File: src/hdl/assert_macros.svh
// ----------------------------------------------------------------------------
// assert_macros.svh
// Concurrent assertion helpers; they compile to nothing under SYNTHESIS.
// ----------------------------------------------------------------------------
`ifndef ASSERT_MACROS_SVH
`define ASSERT_MACROS_SVH

`ifndef SYNTHESIS

// prop must hold at every clock edge outside reset
`define ASSERT_CLK(lbl, clk, rst, prop) \
  lbl: assert property (@(posedge clk) disable iff (rst) (prop)) \
    else $error("assertion failed");

// cond must never be true outside reset
`define ASSERT_NEVER(lbl, clk, rst, cond) \
  lbl: assert property (@(posedge clk) disable iff (rst) !(cond)) \
    else $error("forbidden condition seen");

`else

`define ASSERT_CLK(lbl, clk, rst, prop)
`define ASSERT_NEVER(lbl, clk, rst, cond)

`endif

`endif

File: src/hdl/mm_pkg.sv
// ----------------------------------------------------------------------------
// mm_pkg
// Shared widths, codes and types of the matrix multiplier.
// ----------------------------------------------------------------------------
package mm_pkg;

  localparam int VAL_W         = 32;  // Q16.16 element width
  localparam int CFG_W         = 4;   // dimension register width
  localparam int CFG_IDX_W     = 2;
  localparam int KIND_W        = 2;
  localparam int IN_IDX_W      = 4;   // row/col index on the request side
  localparam int OUT_IDX_W     = 3;   // row/col index on the response side
  localparam int DEF_MAX_DIM   = 8;
  localparam int DEF_FRAC_BITS = 16;

  // transaction kinds
  localparam logic [KIND_W-1:0] KIND_LOAD_A  = 2'd0;
  localparam logic [KIND_W-1:0] KIND_LOAD_B  = 2'd1;
  localparam logic [KIND_W-1:0] KIND_COMPUTE = 2'd2;

  // config register indexes
  localparam logic [CFG_IDX_W-1:0] REG_ROWS_A    = 2'd0;
  localparam logic [CFG_IDX_W-1:0] REG_INNER_DIM = 2'd1;
  localparam logic [CFG_IDX_W-1:0] REG_COLS_B    = 2'd2;

  // response status
  localparam logic STATUS_OK    = 1'b0;
  localparam logic STATUS_RANGE = 1'b1;

  // per-operand control carried along the MAC pipeline
  typedef struct packed {
    logic first;  // first inner step: accumulate from zero
    logic last;   // last inner step: element complete
  } mac_tag_t;

endpackage

File: src/hdl/mm_mac.sv
// ----------------------------------------------------------------------------
// mm_mac
// Two-stage multiply-accumulate: registered 32x32 product, then floor shift,
// add and saturate into the 32-bit accumulator.
// ----------------------------------------------------------------------------
module mm_mac #(
  parameter int FRAC_BITS = mm_pkg::DEF_FRAC_BITS
) (
  input  logic                           clk,
  input  logic                           rst,
  input  logic                           op_valid,
  input  mm_pkg::mac_tag_t               op_tag,
  input  logic signed [mm_pkg::VAL_W-1:0] a_val,
  input  logic signed [mm_pkg::VAL_W-1:0] b_val,
  output logic signed [mm_pkg::VAL_W-1:0] acc,
  output logic                           done
);

  localparam int PROD_W = 2 * mm_pkg::VAL_W;
  localparam int SUM_W  = PROD_W + 1;

  logic                     v2;
  mm_pkg::mac_tag_t         tag2;
  logic signed [PROD_W-1:0] prod;
  logic signed [PROD_W-1:0] shifted;
  logic signed [SUM_W-1:0]  sum;
  logic [SUM_W-mm_pkg::VAL_W:0] hi;
  logic signed [mm_pkg::VAL_W-1:0] base;
  logic signed [mm_pkg::VAL_W-1:0] acc_next;

  always_ff @(posedge clk) begin
    if (rst) begin
      v2   <= 1'b0;
      done <= 1'b0;
    end else begin
      v2   <= op_valid;
      done <= v2 && tag2.last;
    end
  end

  always_ff @(posedge clk) begin
    prod <= a_val * b_val;
    tag2 <= op_tag;
    if (v2) begin
      acc <= acc_next;
    end
  end

  // arithmetic shift is floor division by 2^FRAC_BITS
  always_comb begin
    shifted = prod >>> FRAC_BITS;
    base    = tag2.first ? '0 : acc;
    sum     = SUM_W'(base) + SUM_W'(shifted);
    hi      = sum[SUM_W-1:mm_pkg::VAL_W-1];
    if ((&hi) || !(|hi)) begin
      acc_next = sum[mm_pkg::VAL_W-1:0];
    end else if (sum[SUM_W-1]) begin
      acc_next = {1'b1, {(mm_pkg::VAL_W-1){1'b0}}};
    end else begin
      acc_next = {1'b0, {(mm_pkg::VAL_W-1){1'b1}}};
    end
  end

endmodule

File: config.mk
export PLATFORM = sky130hd
export DESIGN_NAME = mm_mac
export DESIGN_NICKNAME = d
export VERILOG_FILES = /design/src/hdl/assert_macros.svh /design/src/hdl/mm_pkg.sv /design/src/hdl/mm_mac.sv
export SDC_FILE = /design/constraint.sdc
export NUM_CORES = 2
export LEC_CHECK = 0
export BUFFER_PORTS_ARGS = -buffer_cell sky130_fd_sc_hd__buf_4
export CAP_MARGIN = 20
export CORE_MARGIN = 2
export CORE_UTILIZATION = 62
export CTS_CLUSTER_DIAMETER = 60
export CTS_CLUSTER_SIZE = 8
export DETAILED_ROUTE_END_ITERATION = 16
export PLACE_DENSITY_LB_ADDON = 0.2
export SYNTH_ARGS = -nofsm -noshare
export SYNTH_HDL_FRONTEND = slang
export SYNTH_SLANG_ARGS = --single-unit
File: constraint.sdc
create_clock -name clk -period 11.7 [get_ports clk]
set_clock_uncertainty 0.15 [all_clocks]
set_input_delay 0.585 -clock clk [delete_from_list [all_inputs] [get_ports clk]]
set_output_delay 0.585 -clock clk [all_outputs]
set_load 0.01 [all_outputs]
==> metrics.yaml <==
outcome:
  outcome: "finished clean"
clocking:
  cts.clk_slew.worst_paths_ns: 0.07
  cts-root-buf: "clkbuf_16"
  tritoncts.num_buffers: 9
  cts_sinks: 84
  postCtsSetupRepairBufs: 0
  ctsLongestPathBuffers: 2
  clk_latency_ns: 0.36
  ctsHoldBuffers: 0
  cts_tree: "done"
  cts_max_level: 3
  ctsResizeCount: 0
yosys:
  yosys.area.top_type: "fa_1"
  synth_cell_type_count: 70
  synth-edff-count: 32
  ys_seq_elements: 84
  async_flop_share_pct: 0
  yosys_most_used_dff: "dfxtp_1"
  ys.warnings.count: 0
  synth_top_area_share_pct: 52.5
  syn_area_sq_mm: 0.0413
  ys_seq_area_share_pct: 4.85
  synth_area_leaders: "fa_1 52%, inv_1 8.7%, and2_1 7.7%"
  syn_avg_cell_area_sq_um: 9.32
  netlist_instances: 4429
  synth_nets: 5808
detailed_routing:
  num_vias: 29914
  dr.pass1.iters: 6
  wire_per_inst_microns: 21.6
  drtIter0Drc: 2136
  drtAntennaViolNets: 0
  drc_errors: 0
  drt-total-wl_microns: 112000
  via_per_inst: 5.77
placed_design:
  dp_hpwl_microns: 86900
  dpl-instance-area_sq_mm: 0.0423
  gp_congestion: 0.919
  portBuffers: 101
  dp_cells: 5168
sta:
  fin_hold_ws_ns: 0.173
  setup_viol: 0
  tightest_slew_ns: 0.988
  min_period_ns: 8.66
  relSlewSlack_pct: 32.4
  hold_violations: 0
  clock.fmax_mhz: 115
  grt_setup_unrepaired: "no"
  fin_setup_tns_ns: 0
  min_period_over_period_pct: 74.0
  maxSlewViolCount: 0
cells_and_area:
  fin_cells: 5184
  nNetsFinal: 5694
  drive_gt1_share_pct: 3.26
  num_antenna_cells: 0
  layout_common_cells: "1082 x fa_1, 961 x inv_1, 570 x nand2_1"
  final_common_cell: "fa_1"
  area_growth_pct: 3.17
  final_area_sq_mm: 0.0426
setup_path:
  crit_path_start_kind: "input port"
  r2r_slack_ns: 6.29
  crit_fanout: 32
  end_kind: "flop"
  crit_type: "in2reg"
  cp.required_ns: 11.79
  cp_data_arrival_time_ns: 8.75
global_routing:
  grt_first_pass_wirelength_microns: 181000
  grt_max_degree: 33
  first_global_vias: 33172
  grt_remaining_overflow: 0
  grt_usage_pct: 34.7
  grt_antenna_before_repair: 2
min_path:
  hp-class: "in2reg"
die:
  core_area_sq_mm: 0.0659
  io_pins: 102
  num_rows: 94
  die_w_microns: 262
  die_y_microns: 262
  initial_core_util_pct: 62.7
  dieArea_sq_mm: 0.0687
run:
  drv_cap: 0
[layer usage]
metal	wire length, microns	share of wire [%]	track usage [%]	up-vias
met4	7290	6.5	18.4	0
li1	-	-	-	12868
met5	0	0	0	-
met2	54400	49	58.8	1279
met1	41400	37	42.3	15389
met3	8760	7.8	6.74	378
[worst max-delay path, stage by stage]
cell and delay, ns:
buf_4 0.32, nand2_1 0.16, inv_1 0.16, fa_1 0.45, fa_1 0.50, fa_1 0.92, inv_1 0.15, fa_1 0.61
inv_1 0.59, fa_1 0.56, fa_1 0.54, inv_1 0.05, fa_1 0.46, fa_1 0.51, inv_1 0.04, ha_1 0.23
a21o_1 0.20, a21o_1 0.17, a21o_1 0.18, a21oi_1 0.15, o21bai_1 0.07, a21o_1 0.17, a21o_1 0.16, a21o_1 0.17
a21oi_1 0.29, o21ai_0 0.18, xnor2_1 0.14
[Yosys cell counts, types with 6 or more instances]
cell type  count
a211oi_1      12
a21o_1        38
a21oi_1      109
a31oi_1       13
and2_1       511
and3_1         7
buf_2          6
clkbuf_1     222
dfxtp_1       52
edfxtp_1      32
fa_1        1082
ha_1         228
inv_1        961
mux2i_1       34
nand2_1      570
nand2b_1      17
nand3_1       28
nand4_1       31
nor2_1       108
nor2b_1       38
nor3_1        30
o211ai_1      19
o21a_1        10
o21ai_0       59
o21ai_1        9
o21bai_1      10
or3_1          7
xnor2_1       55
xor2_1        43
[registers in the layout (all words and copies together), names as in the netlist]
name  cells
acc      32
tag2      2
done      1
prod     48
v2        1
[cells by family after synthesis]
logic type / after synthesis / share of synthesized area, %
and+or+nand+nor: 1373 / 16.6
adders and majority gates: 1310 / 59.4
buffers and inverters: 1194 / 10.9
AOI/OAI and AO/OA: 332 / 5.17
xor gates and xnor gates: 98 / 2.08
DFF: 84 / 4.85
muxes: 38 / 0.961
[area by class of cell]
| class | instances | area (sq um) |
|---|---|---|
| clock buffer | 9 | 225 |
| clock inverter | 7 | 85.1 |
| fill | 5438 | 23300 |
| sequential | 84 | 2000 |
| timing repair buffer | 107 | 803 |
| multi-input combinational | 3151 | 34800 |
| tap | 864 | 1080 |
| inverter | 962 | 3610 |
[path summary, 6_finish.rpt]
kind / to / cells past startpoint / start
max reg2reg: acc[0] / 16 / tag2[1]
min reg2reg: done / 2 / tag2[0]
min: tag2[0] / 1 / op_tag[0]
max: prod[62] / 27 / b_val[2]
[stage by stage]
step	setup slack (ns)	util [%]
after floorplan	3.31	-
after global placement	2.79	64.2
after detailed placement	2.63	64.2
after CTS	2.99	64.7
after global routing	2.59	64.7
final	3.04	64.7
Power is left out: the tool's default activity adds up to more than one toggle a clock period on the data nets, which glitch-free logic cannot reach.
